===== config.mk =====
export PLATFORM = sky130hd
export DESIGN_NAME = column_profile_features
export DESIGN_NICKNAME = d
export VERILOG_FILES = /design/src/rtl/cpf_pkg.sv /design/src/rtl/column_profile_features.sv /design/src/rtl/cpf_div.sv /design/src/rtl/cpf_ctrl.sv /design/src/rtl/cpf_dp.sv
export SDC_FILE = /design/constraint.sdc
export NUM_CORES = 1
export LEC_CHECK = 0
export BUFFER_PORTS_ARGS = -buffer_cell sky130_fd_sc_hd__buf_4
export CAP_MARGIN = 20
export CORE_ASPECT_RATIO = 0.5
export CORE_MARGIN = 2
export CORE_UTILIZATION = 50
export CTS_CLUSTER_DIAMETER = 200
export DETAILED_ROUTE_END_ITERATION = 16
export GPL_TIMING_DRIVEN = 0
export PLACE_DENSITY = 0.77
export SLEW_MARGIN = 10
export SYNTH_ARGS = -nofsm -noshare
export SYNTH_HDL_FRONTEND = slang
export SYNTH_HIERARCHICAL = 1
export SYNTH_SLANG_ARGS = --single-unit

===== constraint.sdc =====
create_clock -name i_clk -period 9.7 [get_ports i_clk]
set_clock_uncertainty 0.15 [all_clocks]
set_input_delay 0.485 -clock i_clk [delete_from_list [all_inputs] [get_ports i_clk]]
set_output_delay 0.485 -clock i_clk [all_outputs]
set_load 0.02 [all_outputs]

===== src/rtl/cpf_pkg.sv =====
// Shared constants, types and codes of the column profile feature block.
`default_nettype none
package cpf_pkg;
    localparam int COLUMN_HEIGHT = 64;
    localparam int ROW_W  = 6;
    localparam int N_W    = 7;
    localparam int SUM_W  = 14;
    localparam int M1_W   = 20;
    localparam int M2_W   = 26;
    localparam int SQ_W   = 12;
    localparam int NUM_W  = 36;
    localparam int DEN_W  = 14;
    localparam int CNT_W  = 6;
    localparam int OUT_W  = 104;

    typedef enum logic [1:0] {
        OP_WEIGHT  = 2'd0,
        OP_GRAVITY = 2'd1,
        OP_MOMENT  = 2'd2,
        OP_FILL    = 2'd3
    } t_op;

    typedef struct packed {
        logic in_ready;
        logic div_start;
        logic store_q;
        logic load_out;
        t_op  op;
    } t_cmd;

    typedef struct packed {
        logic col_done;
        logic div_done;
    } t_sts;
endpackage
`default_nettype wire


===== src/rtl/column_profile_features.sv =====
// Top level of the column profile feature extractor.
`default_nettype none
// Pixels of a text-line image enter one per transfer, top to bottom down each
// column, with tlast on the last pixel; a column also ends by itself after 64
// pixels. Pixels are accepted while a column is collected. When a column ends
// the block stops taking pixels while one shared restoring divider, giving one
// quotient bit a cycle, works out the mean, the two moments and the fill ratio
// in four divisions in turn. The result then moves into the output register
// once that register is free, and the next column may start, even while that
// result still waits to be taken. The threshold is written through its own
// channel, which is always ready, and should be changed only between columns.
module column_profile_features
    import cpf_pkg::*;
(
    input  wire logic             i_clk,
    input  wire logic             i_rst_n,
    input  wire logic             i_cfg_valid,
    output logic                  o_cfg_ready,
    input  wire logic [7:0]       i_cfg_data,   // threshold
    input  wire logic             s_axis_tvalid,
    output logic                  s_axis_tready,
    input  wire logic [7:0]       s_axis_tdata, // pixel
    input  wire logic             s_axis_tlast, // column_end
    output logic                  m_axis_tvalid,
    input  wire logic             m_axis_tready,
    // From bit 0: weight 16, gravity 22, moment_two 22, upper_contour 6,
    // lower_contour 6, upper_gradient 9, lower_gradient 9, transitions 6,
    // fill_ratio 8.
    output logic [OUT_W-1:0]      m_axis_tdata
);
    t_cmd             cmd;
    t_sts             sts;
    logic             div_start, div_done;
    logic [NUM_W-1:0] div_num, div_quo;
    logic [DEN_W-1:0] div_den;

    assign o_cfg_ready   = 1'b1;
    assign s_axis_tready = cmd.in_ready;

    cpf_ctrl u_ctrl (
        .i_clk      (i_clk),
        .i_rst_n    (i_rst_n),
        .i_sts      (sts),
        .i_m_tready (m_axis_tready),
        .o_cmd      (cmd),
        .o_m_tvalid (m_axis_tvalid)
    );

    cpf_dp u_dp (
        .i_clk        (i_clk),
        .i_rst_n      (i_rst_n),
        .i_cmd        (cmd),
        .o_sts        (sts),
        .i_cfg_valid  (i_cfg_valid),
        .i_cfg_data   (i_cfg_data),
        .i_s_tvalid   (s_axis_tvalid),
        .i_pixel      (s_axis_tdata),
        .i_column_end (s_axis_tlast),
        .o_div_start  (div_start),
        .o_div_num    (div_num),
        .o_div_den    (div_den),
        .i_div_done   (div_done),
        .i_div_quo    (div_quo),
        .o_result     (m_axis_tdata)
    );

    cpf_div u_div (
        .i_clk   (i_clk),
        .i_rst_n (i_rst_n),
        .i_start (div_start),
        .i_num   (div_num),
        .i_den   (div_den),
        .o_done  (div_done),
        .o_quo   (div_quo)
    );
endmodule
`default_nettype wire


===== src/rtl/cpf_div.sv =====
// Restoring divider producing one quotient bit per cycle.
`default_nettype none
module cpf_div
    import cpf_pkg::*;
(
    input  wire logic             i_clk,
    input  wire logic             i_rst_n,
    input  wire logic             i_start,
    input  wire logic [NUM_W-1:0] i_num,
    input  wire logic [DEN_W-1:0] i_den,
    output logic                  o_done,
    output logic [NUM_W-1:0]      o_quo
);
    logic             r_busy;
    logic [CNT_W-1:0] r_cnt;
    logic [NUM_W-1:0] r_q;
    logic [DEN_W-1:0] r_rem;
    logic [DEN_W-1:0] r_den;
    logic             r_done;
    logic [DEN_W:0]   rem_sh;
    logic             ge;
    logic [DEN_W:0]   diff;

    always_comb begin
        rem_sh = {r_rem, r_q[NUM_W-1]};
        ge     = rem_sh >= {1'b0, r_den};
        diff   = rem_sh - {1'b0, r_den};
    end

    always_ff @(posedge i_clk) begin
        if (!i_rst_n) begin
            r_busy <= 1'b0;
            r_done <= 1'b0;
            r_cnt  <= '0;
        end else begin
            r_done <= 1'b0;
            if (i_start) begin
                r_busy <= 1'b1;
                r_cnt  <= '0;
                r_q    <= i_num;
                r_den  <= i_den;
                r_rem  <= '0;
            end else if (r_busy) begin
                r_q   <= {r_q[NUM_W-2:0], ge};
                r_rem <= ge ? diff[DEN_W-1:0] : rem_sh[DEN_W-1:0];
                r_cnt <= r_cnt + 1'b1;
                if (r_cnt == CNT_W'(NUM_W - 1)) begin
                    r_busy <= 1'b0;
                    r_done <= 1'b1;
                end
            end
        end
    end

    assign o_done = r_done;
    assign o_quo  = r_q;
endmodule
`default_nettype wire


===== src/rtl/cpf_ctrl.sv =====
// Controller sequencing pixel collection, the four divisions and the result hand-off.
`default_nettype none
module cpf_ctrl
    import cpf_pkg::*;
(
    input  wire logic i_clk,
    input  wire logic i_rst_n,
    input  wire t_sts i_sts,
    input  wire logic i_m_tready,
    output t_cmd      o_cmd,
    output logic      o_m_tvalid
);
    typedef enum logic [1:0] {S_COLLECT, S_START, S_BUSY, S_OUT} t_state;

    t_state r_state;
    t_op    r_op;
    logic   r_out_valid;
    logic   load;

    assign load = (r_state == S_OUT) && (!r_out_valid || i_m_tready);

    always_comb begin
        o_cmd.in_ready  = (r_state == S_COLLECT);
        o_cmd.div_start = (r_state == S_START);
        o_cmd.store_q   = (r_state == S_BUSY) && i_sts.div_done;
        o_cmd.load_out  = load;
        o_cmd.op        = r_op;
    end

    always_ff @(posedge i_clk) begin
        if (!i_rst_n) begin
            r_state     <= S_COLLECT;
            r_op        <= OP_WEIGHT;
            r_out_valid <= 1'b0;
        end else begin
            if (load) begin
                r_out_valid <= 1'b1;
            end else if (i_m_tready) begin
                r_out_valid <= 1'b0;
            end
            case (r_state)
                S_COLLECT: begin
                    if (i_sts.col_done) begin
                        r_op    <= OP_WEIGHT;
                        r_state <= S_START;
                    end
                end
                S_START: r_state <= S_BUSY;
                S_BUSY: begin
                    if (i_sts.div_done) begin
                        if (r_op == OP_FILL) begin
                            r_state <= S_OUT;
                        end else begin
                            r_op    <= t_op'(r_op + 2'd1);
                            r_state <= S_START;
                        end
                    end
                end
                S_OUT: begin
                    if (load) r_state <= S_COLLECT;
                end
                default: r_state <= S_COLLECT;
            endcase
        end
    end

    assign o_m_tvalid = r_out_valid;
endmodule
`default_nettype wire


===== src/rtl/cpf_dp.sv =====
// Datapath: per-pixel accumulation, column snapshot, divider operands and result register.
`default_nettype none
module cpf_dp
    import cpf_pkg::*;
(
    input  wire logic             i_clk,
    input  wire logic             i_rst_n,
    input  wire t_cmd             i_cmd,
    output t_sts                  o_sts,
    input  wire logic             i_cfg_valid,
    input  wire logic [7:0]       i_cfg_data,
    input  wire logic             i_s_tvalid,
    input  wire logic [7:0]       i_pixel,
    input  wire logic             i_column_end,
    output logic                  o_div_start,
    output logic [NUM_W-1:0]      o_div_num,
    output logic [DEN_W-1:0]      o_div_den,
    input  wire logic             i_div_done,
    input  wire logic [NUM_W-1:0] i_div_quo,
    output logic [OUT_W-1:0]      o_result
);
    logic [7:0]       r_thr;
    logic [ROW_W-1:0] r_row;
    logic [SQ_W-1:0]  r_sq;
    logic [SUM_W-1:0] r_sum;
    logic [M1_W-1:0]  r_m1;
    logic [M2_W-1:0]  r_m2;
    logic [ROW_W-1:0] r_first, r_last;
    logic             r_found, r_pend;
    logic [7:0]       r_prev, r_row0, r_row1, r_up_above, r_up_pix, r_lo_pix, r_lo_below;
    logic [CNT_W-1:0] r_trans;
    logic [N_W-1:0]   r_below;

    logic [ROW_W-1:0] n_first, n_last;
    logic             n_found, n_pend;
    logic [7:0]       n_row0, n_row1, n_up_above, n_up_pix, n_lo_pix, n_lo_below;
    logic [CNT_W-1:0] n_trans;
    logic [N_W-1:0]   n_below;
    logic [SUM_W-1:0] n_sum;
    logic [M1_W-1:0]  n_m1;
    logic [M2_W-1:0]  n_m2;

    logic             acc, last_px, fg;
    logic [N_W-1:0]   n_cnt;
    logic [8:0]       ug, lg;
    logic [N_W-1:0]   c_adj, span;

    // Column snapshot.
    logic [SUM_W-1:0] r_h_sum;
    logic [M1_W-1:0]  r_h_m1;
    logic [M2_W-1:0]  r_h_m2;
    logic [N_W-1:0]   r_h_n, r_h_c, r_h_span;
    logic             r_h_found;
    logic [ROW_W-1:0] r_h_u, r_h_l;
    logic [8:0]       r_h_ug, r_h_lg;
    logic [CNT_W-1:0] r_h_trans;
    logic [15:0]      r_q_w;
    logic [21:0]      r_q_g, r_q_m;
    logic [7:0]       r_q_f;
    logic [OUT_W-1:0] r_out;
    logic [DEN_W-1:0] nn;

    assign acc     = i_s_tvalid && i_cmd.in_ready;
    assign last_px = i_column_end || (r_row == ROW_W'(COLUMN_HEIGHT - 1));
    assign fg      = i_pixel <= r_thr;
    assign n_cnt   = N_W'(r_row) + 1'b1;

    always_comb begin
        n_sum = r_sum + SUM_W'(i_pixel);
        n_m1  = r_m1 + M1_W'(i_pixel * r_row);
        n_m2  = r_m2 + M2_W'(i_pixel * r_sq);
        n_trans = r_trans;
        if (r_row != '0 && ((r_prev > r_thr) != (i_pixel > r_thr)))
            n_trans = r_trans + 1'b1;
        n_lo_below = r_pend ? i_pixel : r_lo_below;
        n_pend     = 1'b0;
        n_row0     = (r_row == ROW_W'(0)) ? i_pixel : r_row0;
        n_row1     = (r_row == ROW_W'(1)) ? i_pixel : r_row1;
        n_found    = r_found;
        n_first    = r_first;
        n_up_pix   = r_up_pix;
        n_up_above = r_up_above;
        n_last     = r_last;
        n_lo_pix   = r_lo_pix;
        if (fg) begin
            if (!r_found) begin
                n_found    = 1'b1;
                n_first    = r_row;
                n_up_pix   = i_pixel;
                n_up_above = (r_row != '0) ? r_prev : 8'hFF;
            end
            n_last   = r_row;
            n_lo_pix = i_pixel;
            n_pend   = 1'b1;
        end else begin
            n_pend = r_pend && 1'b0;
        end
        n_below = (i_pixel < r_thr) ? r_below + 1'b1 : r_below;

        if (n_found) begin
            ug = {1'b0, n_up_above} - {1'b0, n_up_pix};
            lg = n_pend ? 9'h0FF - {1'b0, n_lo_pix}
                        : {1'b0, n_lo_below} - {1'b0, n_lo_pix};
        end else begin
            ug = (n_cnt > N_W'(1)) ? {1'b0, r_prev} - {1'b0, i_pixel}
                                   : 9'h0FF - {1'b0, i_pixel};
            lg = (n_cnt > N_W'(1)) ? {1'b0, n_row1} - {1'b0, n_row0}
                                   : 9'h0FF - {1'b0, n_row0};
        end
        c_adj = (n_below != '0) ? n_below - 1'b1 : n_below;
        span  = N_W'(n_last) - N_W'(n_first) + 1'b1;
    end

    always_ff @(posedge i_clk) begin
        if (!i_rst_n) begin
            r_thr   <= 8'd128;
            r_row   <= '0;
            r_sq    <= '0;
            r_sum   <= '0;
            r_m1    <= '0;
            r_m2    <= '0;
            r_first <= '0;
            r_last  <= '0;
            r_found <= 1'b0;
            r_pend  <= 1'b0;
            r_prev  <= '0;
            r_row0  <= '0;
            r_row1  <= '0;
            r_up_above <= '0;
            r_up_pix   <= '0;
            r_lo_pix   <= '0;
            r_lo_below <= '0;
            r_trans <= '0;
            r_below <= '0;
        end else begin
            if (i_cfg_valid) r_thr <= i_cfg_data;
            if (acc) begin
                if (last_px) begin
                    r_row   <= '0;
                    r_sq    <= '0;
                    r_sum   <= '0;
                    r_m1    <= '0;
                    r_m2    <= '0;
                    r_first <= '0;
                    r_last  <= '0;
                    r_found <= 1'b0;
                    r_pend  <= 1'b0;
                    r_prev  <= '0;
                    r_row0  <= '0;
                    r_row1  <= '0;
                    r_up_above <= '0;
                    r_up_pix   <= '0;
                    r_lo_pix   <= '0;
                    r_lo_below <= '0;
                    r_trans <= '0;
                    r_below <= '0;
                end else begin
                    r_row   <= r_row + 1'b1;
                    r_sq    <= r_sq + SQ_W'({r_row, 1'b1});
                    r_sum   <= n_sum;
                    r_m1    <= n_m1;
                    r_m2    <= n_m2;
                    r_first <= n_first;
                    r_last  <= n_last;
                    r_found <= n_found;
                    r_pend  <= n_pend;
                    r_prev  <= i_pixel;
                    r_row0  <= n_row0;
                    r_row1  <= n_row1;
                    r_up_above <= n_up_above;
                    r_up_pix   <= n_up_pix;
                    r_lo_pix   <= n_lo_pix;
                    r_lo_below <= n_lo_below;
                    r_trans <= n_trans;
                    r_below <= n_below;
                end
            end
        end
    end

    // Snapshot and result registers carry payload only.
    always_ff @(posedge i_clk) begin
        if (acc && last_px) begin
            r_h_sum   <= n_sum;
            r_h_m1    <= n_m1;
            r_h_m2    <= n_m2;
            r_h_n     <= n_cnt;
            r_h_found <= n_found;
            r_h_c     <= c_adj;
            r_h_span  <= span;
            r_h_u     <= n_found ? n_first : r_row;
            r_h_l     <= n_found ? n_last : '0;
            r_h_ug    <= ug;
            r_h_lg    <= lg;
            r_h_trans <= n_trans;
        end
        if (i_cmd.store_q) begin
            case (i_cmd.op)
                OP_WEIGHT:  r_q_w <= (i_div_quo > NUM_W'(16'hFFFF)) ? 16'hFFFF
                                                                    : i_div_quo[15:0];
                OP_GRAVITY: r_q_g <= (i_div_quo > NUM_W'(22'h3FFFFF)) ? 22'h3FFFFF
                                                                      : i_div_quo[21:0];
                OP_MOMENT:  r_q_m <= (i_div_quo > NUM_W'(22'h3FFFFF)) ? 22'h3FFFFF
                                                                      : i_div_quo[21:0];
                OP_FILL:    r_q_f <= (i_div_quo > NUM_W'(8'hFF)) ? 8'hFF : i_div_quo[7:0];
                default:    r_q_f <= r_q_f;
            endcase
        end
        if (i_cmd.load_out)
            r_out <= {r_q_f, r_h_trans, r_h_lg, r_h_ug, r_h_l, r_h_u, r_q_m, r_q_g, r_q_w};
    end

    assign nn = DEN_W'(r_h_n * r_h_n);

    // Each division rounds to nearest by adding half the divisor first.
    always_comb begin
        case (i_cmd.op)
            OP_WEIGHT: begin
                o_div_den = DEN_W'(r_h_n);
                o_div_num = NUM_W'({r_h_sum, 8'b0}) + NUM_W'(r_h_n >> 1);
            end
            OP_GRAVITY: begin
                o_div_den = DEN_W'(r_h_n);
                o_div_num = NUM_W'({r_h_m1, 8'b0}) + NUM_W'(r_h_n >> 1);
            end
            OP_MOMENT: begin
                o_div_den = nn;
                o_div_num = NUM_W'({r_h_m2, 8'b0}) + NUM_W'(nn >> 1);
            end
            OP_FILL: begin
                o_div_den = r_h_found ? DEN_W'(r_h_span) : DEN_W'(1);
                o_div_num = r_h_found ? NUM_W'({r_h_c, 8'b0}) + NUM_W'(r_h_span >> 1)
                                      : '0;
            end
            default: begin
                o_div_den = DEN_W'(1);
                o_div_num = '0;
            end
        endcase
    end

    assign o_div_start  = i_cmd.div_start;
    assign o_sts.col_done = acc && last_px;
    assign o_sts.div_done = i_div_done;
    assign o_result = r_out;
endmodule
`default_nettype wire


# ---- Word-level counts from Yosys, hierarchy flattened
# Cells that the tools add are included.
# W data, S select, Z words.
dict set report classes {
  n_addsub 25
  multipliers 3
  n_div 0
  order_cmp 9
  eq_ne 14
  shifts 0
  muxes 65
  n_bitwise 2
  reduce_logical 27
}
# operator n
set op_table {}
lappend op_table {{$pmux W36 S4} 1}
lappend op_table {{$mux W8} 16}
lappend op_table {{$mux W36} 3}
lappend op_table {{$mux W6} 9}
lappend op_table {{$mux W9} 5}
lappend op_table {{$mux W14} 3}
lappend op_table {{$pmux W14 S3} 1}
lappend op_table {{$gt A36 B16 Y1 const B} 1}
lappend op_table {{$gt A36 B22 Y1 const B} 1}
lappend op_table {{$gt A36 B8 Y1 const B} 1}
lappend op_table {{$sub A8 B8 Y9} 4}
lappend op_table {{$add A34 B13 Y35} 1}
lappend op_table {{$add A28 B6 Y29} 1}
lappend op_table {{$mux W7} 4}
lappend op_table {{$sub A8 B8 Y9 const A} 3}
lappend op_table {{$add A26 B20 Y26} 1}
lappend op_table {{$mux W26} 1}
lappend op_table {{$add A22 B6 Y23} 1}
lappend op_table {{$mux W22} 1}
lappend op_table {{$add A20 B14 Y20} 1}
lappend op_table {{$mul A8 B12 Y20} 1}
lappend op_table {{$mux W20} 1}
lappend op_table {{$add A6 B1 Y6 const B} 3}
lappend op_table {{$add A15 B6 Y16} 1}
lappend op_table {{41 further kinds} 80}
dict set report totals {
  register_bits 536
  latchBits 0
  mem_bits_rw 0
  rom_bits 0
  input_bits 22
  out_inout_bits 107
  wordCells 190
  memories 0
}

# ---- Longest topological paths before layout
dict set report logic_depth {
  depth_word 6
  mapped_depth 27
  mapped_depth_nobuf 25
}

# ---- Cells and area by module
# The synthesis kept the hierarchy.
# mod n_inst cells_each area_each_um2 seq_area_each_um2
set modules_own_cells {}
lappend modules_own_cells {cpf_dp 1 2714 28109.5 12091.6}
lappend modules_own_cells {cpf_div 1 293 3674.8 2082.0}
lappend modules_own_cells {cpf_ctrl 1 37 310.3 100.1}
lappend modules_own_cells {column_profile_features 1 2 11.3 0.0}

# ---- Least setup slack after synthesis
# Ideal clock, no wire load.
dict set report synth_timing {
  path_type {reg2reg}
  from {register u_ctrl.r_state[0]}
  to {register u_ctrl.r_state[0]}
  setup_ns 0.098
  arrival_ns 7.210
  t_required_ns 9.452
  slack_ns 2.242
  stages_incl_launch_ff 9
  n_path_buf 3
  period_less_slack_ns 7.458
  path_cell_list {dfxtp_1 -> clkbuf_1 -> nor2_1 -> nand2_1 -> clkbuf_1 -> clkbuf_1 -> nor2_1 -> a21oi_1 -> a211oi_1}
}
# element line
set synth_lines {}
lappend synth_lines {{start: declaration} cpf_ctrl.sv:15} ;# t_state r_state;
lappend synth_lines {{start signal: assignment} cpf_ctrl.sv:32} ;# r_state <= S_COLLECT;
lappend synth_lines {{start signal: assignment} cpf_ctrl.sv:45} ;# r_state <= S_START;
lappend synth_lines {{start signal: assignment} cpf_ctrl.sv:48} ;# S_START: r_state <= S_BUSY;

# ---- Worst setup path after layout
dict set report layout_timing {
  from {register u_dp.r_h_n[0]}
  to {register u_div.r_q[21], in the netlist u_div/o_quo[21] (data pin)}
}
dict set report layout_between {
  elab_chain_cells 4
}
# element line
set layout_lines {}
lappend layout_lines {{start: declaration} cpf_dp.sv:52} ;# logic [N_W-1:0] r_h_n, r_h_c, r_h_span;
lappend layout_lines {{start signal: assignment} cpf_dp.sv:187} ;# r_h_n <= n_cnt;
lappend layout_lines {{$mul A7 B7 Y14} cpf_dp.sv:213} ;# assign nn = DEN_W'(r_h_n * r_h_n);
lappend layout_lines {{$add A34 B13 Y35} cpf_dp.sv:228} ;# o_div_num = NUM_W'({r_h_m2, 8'b0}) + NUM_W'(nn >> 1);
lappend layout_lines {{$pmux W36 S4} cpf_dp.sv:217} ;# case (i_cmd.op)
lappend layout_lines {{net div_num[21]} column_profile_features.sv:34} ;# logic [NUM_W-1:0] div_num, div_quo;
lappend layout_lines {{$mux W36} cpf_div.sv:37} ;# if (i_start) begin
lappend layout_lines {{end signal: assignment} cpf_div.sv:40} ;# r_q <= i_num;
lappend layout_lines {{end signal: assignment} cpf_div.sv:44} ;# r_q <= {r_q[NUM_W-2:0], ge};
lappend layout_lines {{end: declaration} cpf_div.sv:16} ;# logic [NUM_W-1:0] r_q;
# The timed path passes the listed nets, and every way through them passes these cells.
# A chain may end at the register's enable or synchronous reset.

==> tab_implementation.tex <==
\begin{tabular}{lr}
\hline
Metric & Value \\
\hline
\multicolumn{2}{l}{\textbf{Floorplanning}} \\
\quad Core footprint & 0.06327 sq mm \\
\quad Chip Height & 183.2 microns \\
\quad Number of I/O pins & 129 \\
\quad Initial standard-cell utilization of the core & 50.74\% \\
\quad Area of the die & 0.06638 sq mm \\
\quad Std-Cell Rows & 65 \\
\quad Overall die width & 362.4 microns \\
\multicolumn{2}{l}{\textbf{Critical path}} \\
\quad Worst endpoint data arrival time & 7450 ps \\
\quad Largest stage delay, worst path & 540 ps \\
\quad Category of the worst setup path launch point & flop \\
\quad Cell mode on critical path & sky130\_fd\_sc\_hd\_\_inv\_1 \\
\quad Standard cell with the maximum stage delay on the critical path & sky130\_fd\_sc\_hd\_\_fa\_1 \\
\quad Category of cells accounting for the largest share of critical-path delay & adder cells \\
\quad Kind of end point of the critical path & flop \\
\quad Crit path buf inv count & 6 \\
\quad WP data required & 9900 ps \\
\quad Crit Path Max Fanout & 10 \\
\quad Crit Path Class & reg2reg \\
\multicolumn{2}{l}{\textbf{Synthesis}} \\
\quad Synth async-reset ratio & 0\% \\
\quad Sequential-to-total area share from yosys stat & 44.46\% \\
\quad Leading area contributor after synthesis & sky130\_fd\_sc\_hd\_\_edfxtp\_1 \\
\quad Post-Synthesis Cell Area & 0.03211 sq mm \\
\quad Count of warnings emitted by yosys & 6 \\
\quad Flip-flop cell with the highest count after synthesis & sky130\_fd\_sc\_hd\_\_edfxtp\_1 \\
\quad Synth area leaders & sky130\_fd\_sc\_hd\_\_edfxtp\_1 33\%, sky130\_fd\_sc\_hd\_\_dfxtp\_1 11\%, sky130\_fd\_sc\_hd\_\_fa\_1 8.5\% \\
\quad Number of flops mapped to enable cells by yosys & 354 \\
\quad Synth top area share & 33.11\% \\
\quad Synth Net Count & 3406 \\
\quad Post-synthesis cell type count & 97 \\
\quad Post-synthesis cell count & 3046 \\
\quad Average instance area after synthesis & 10.54 sq um \\
\quad Number of flip-flops and latches in the synthesized netlist & 536 \\
\multicolumn{2}{l}{\textbf{Drt}} \\
\quad Via-per-instance ratio & 5.744 \\
\quad Post-route ant nets & 0 \\
\quad Average wire length per cell after detail routing & 20.02 microns \\
\quad Total wirelength of the detailed-routed design & 82510 microns \\
\quad Detailed-route DRC error count & 0 \\
\quad Number of iterations in the first detailed-routing pass & 6 \\
\quad Total number of vias & 23669 \\
\quad Initial detailed-routing violation count & 2546 \\
\multicolumn{2}{l}{\textbf{Timing}} \\
\quad Hold slack final & 119.6 ps \\
\quad Slew at the pin closest to its max-slew limit & 1118 ps \\
\quad Final count of hold timing violations & 0 \\
\quad Final number of setup-violating endpoints & 0 \\
\quad RSZ-0062 raised after global routing & no \\
\quad Maximum operating frequency & 0.1380 GHz \\
\quad Least setup slack across all paths after layout & 2455 ps \\
\quad Worst slew slack as a fraction of its limit & 24.95\% \\
\quad Final period util & 74.69\% \\
\quad Accumulated negative setup slack & 0 ps \\
\quad Time the worst path needs with I/O delays and setup & 7245 ps \\
\quad Max-slew violations & 0 \\
\multicolumn{2}{l}{\textbf{Power and ir drop}} \\
\quad Total power & 5856 uW \\
\quad Leakage power of the design & 0.01503 uW \\
\quad Total power density per cell area & 161.9 mW/mm\^{}2 \\
\quad Worst IR Drop VDD & 0.0001285 V \\
\multicolumn{2}{l}{\textbf{GRT}} \\
\quad Total congestion overflow after global routing & 0 \\
\quad Pin count of the biggest net entering global routing & 105 \\
\quad Wire length of the first global-routing pass & 128900 microns \\
\quad Via count of the first global-routing pass & 22968 \\
\quad Overall Global Routing Usage & 24.78\% \\
\quad Antenna violations before repair & 2 \\
\multicolumn{2}{l}{\textbf{Placement}} \\
\quad Final Wtd Congestion & 0.9569 \\
\quad Post-detail-place hpwl & 61740 microns \\
\quad Placement Setup Slack & 2541 ps \\
\quad Number of buffer cells added on primary ports & 126 \\
\multicolumn{2}{l}{\textbf{CTS}} \\
\quad Clock buffer count from CTS & 50 \\
\quad Number of H-tree levels & 2 \\
\quad Number of clock sinks & 536 \\
\quad Worst-Skew Late Latency & 610 ps \\
\quad TritonCTS clock tree & built \\
\quad Buffers inserted during post-CTS setup optimization & 0 \\
\quad Clock Pin Slew Worst Setup and Hold Paths & 70 ps \\
\quad Buffer depth of the longest clock path & 3 \\
\quad Cell at the root of the clock tree & sky130\_fd\_sc\_hd\_\_clkbuf\_16 \\
\multicolumn{2}{l}{\textbf{Finish}} \\
\quad Layout cells sized above 1 & 12.00\% \\
\quad Final Net Count & 3601 \\
\quad Layout area overhead & 12.67\% \\
\quad Final core utilization & 57.17\% \\
\quad Count of filler cells inserted in the layout & 5296 \\
\multicolumn{2}{l}{\textbf{Flow run}} \\
\quad Number of violations of the max-capacitance limit & 0 \\
\multicolumn{2}{l}{\textbf{Worst hold path}} \\
\quad HP Class & in2reg \\
\multicolumn{2}{l}{\textbf{Run status}} \\
\quad Outcome & complete, no violations \\
\hline
\end{tabular}
==> state kept, by name, indices dropped and copies added (netlist names), 9 cells and up <==
signal         flops
u_div/r_rem       14
u_dp/r_h_m1       20
u_dp/r_sq         12
u_dp/r_h_m2       26
u_dp/r_m2         26
u_dp/r_sum        14
u_dp/r_q_m        22
u_dp/r_m1         20
u_dp/r_h_sum      14
u_dp/r_h_lg        9
u_dp/r_h_ug        9
u_dp/r_q_g        22
u_div/r_den       14
u_div/o_quo       36
u_dp/o_result    104
u_dp/r_q_w        16
==> routing by layer <==
| metal | routed length, microns | up-vias | part of all wire (%) | global-route usage [%] |
|---|---|---|---|---|
| li1 | - | 11004 | - | - |
| met2 | 35550 | 975 | 43 | 38.09 |
| met5 | 0 | - | 0 | 0 |
| met1 | 37350 | 11539 | 45 | 35.92 |
| met3 | 7724 | 151 | 9.4 | 5.155 |
| met4 | 1878 | 0 | 2.3 | 5.925 |
==> Yosys cell counts, types with 33 or more instances <==
library cell	n
sky130_fd_sc_hd__edfxtp_1	354
sky130_fd_sc_hd__xnor2_1	89
sky130_fd_sc_hd__a21boi_0	43
sky130_fd_sc_hd__nand2_1	281
sky130_fd_sc_hd__or2_2	39
sky130_fd_sc_hd__ha_1	202
sky130_fd_sc_hd__dfxtp_1	182
sky130_fd_sc_hd__o21ai_0	138
sky130_fd_sc_hd__mux2i_1	50
sky130_fd_sc_hd__nand2b_1	33
sky130_fd_sc_hd__clkbuf_1	116
sky130_fd_sc_hd__xor2_1	54
sky130_fd_sc_hd__nor2b_1	77
sky130_fd_sc_hd__mux2_2	52
sky130_fd_sc_hd__inv_1	252
sky130_fd_sc_hd__and2_1	104
sky130_fd_sc_hd__nor3_1	47
sky130_fd_sc_hd__a21oi_1	159
sky130_fd_sc_hd__nor2_1	152
sky130_fd_sc_hd__fa_1	136
sky130_fd_sc_hd__nand3_1	76
==> cell usage in the layout, fill, tap and decap left out, drive strengths merged, types with 43 or more instances in the layout <==
master / instances
ha: 202
fa: 136
nor3: 48
a21boi: 43
inv: 259
o21ai: 141
nor2b: 78
clkbuf: 183
xnor2: 89
xor2: 54
a21oi: 163
mux2: 52
and2: 105
dfxtp: 182
nand2: 281
edfxtp: 354
nand3: 77
buf: 176
mux2i: 50
nor2: 156
==> cell type report <==
type	count	area, sq um	share of cell area [%]
antenna	2	5.005	0.01384
sequential	536	14270	39.46
inverter	253	949.7	2.625
timing repair buffer	143	1197	3.310
clock buffer	65	1508	4.168
tap	837	1047	2.895
clock inverter	28	290.3	0.8025
buffer	160	700.7	1.937
multi-input combinational	2097	16200	44.79
==> timing repair <==
item	CTS	global route
hold endpoints to repair	10	0
hold buffers	9	0
gates resized for setup	0	0
==> through the flow <==
step / std cells / cell area (sq um)
floorplan: 3046 / 32110
global placement: 4009 / 34100
detailed placement: 4016 / 34250
CTS: 4118 / 36140
global route: 4119 / 36170
finish: 4121 / 36170
==> where the power goes <==
| part | internal, uW | leakage, uW | total (uW) | switching, uW |
|---|---|---|---|---|
| registers | 2540 | 0.00505 | 2590 | 52.5 |
| logic | 422 | 0.00910 | 1130 | 710 |
| clock network | 1200 | 0.000878 | 2130 | 934 |
==> cell families (layout without fill, tap and decap cells) <==
logic type	after synthesis	in the layout	synth area share, %
other	2	4	0.02339
xor gates and xnor gates	143	143	3.901
AOI/OAI and AO/OA	599	599	12.19
muxes	104	104	3.523
adders and majority gates	338	338	16.35
buffers and inverters	413	649	5.129
and+or+nand+nor	911	911	14.43
DFF	536	536	44.46
==> worst paths after layout <==
kind                            end  depth (start not counted)  slack, ps            from
hold reg to reg   u_dp/o_result[57]                          0        270  u_dp/r_q_m[19]
setup reg to reg    u_div/o_quo[21]                         27       2460   u_dp/r_h_n[0]
hold / removal    u_ctrl/r_state[1]                          2        120         i_rst_n
setup / recovery    u_div/o_quo[21]                         27       2460   u_dp/r_h_n[0]
(Power assumes the default switching activity.)
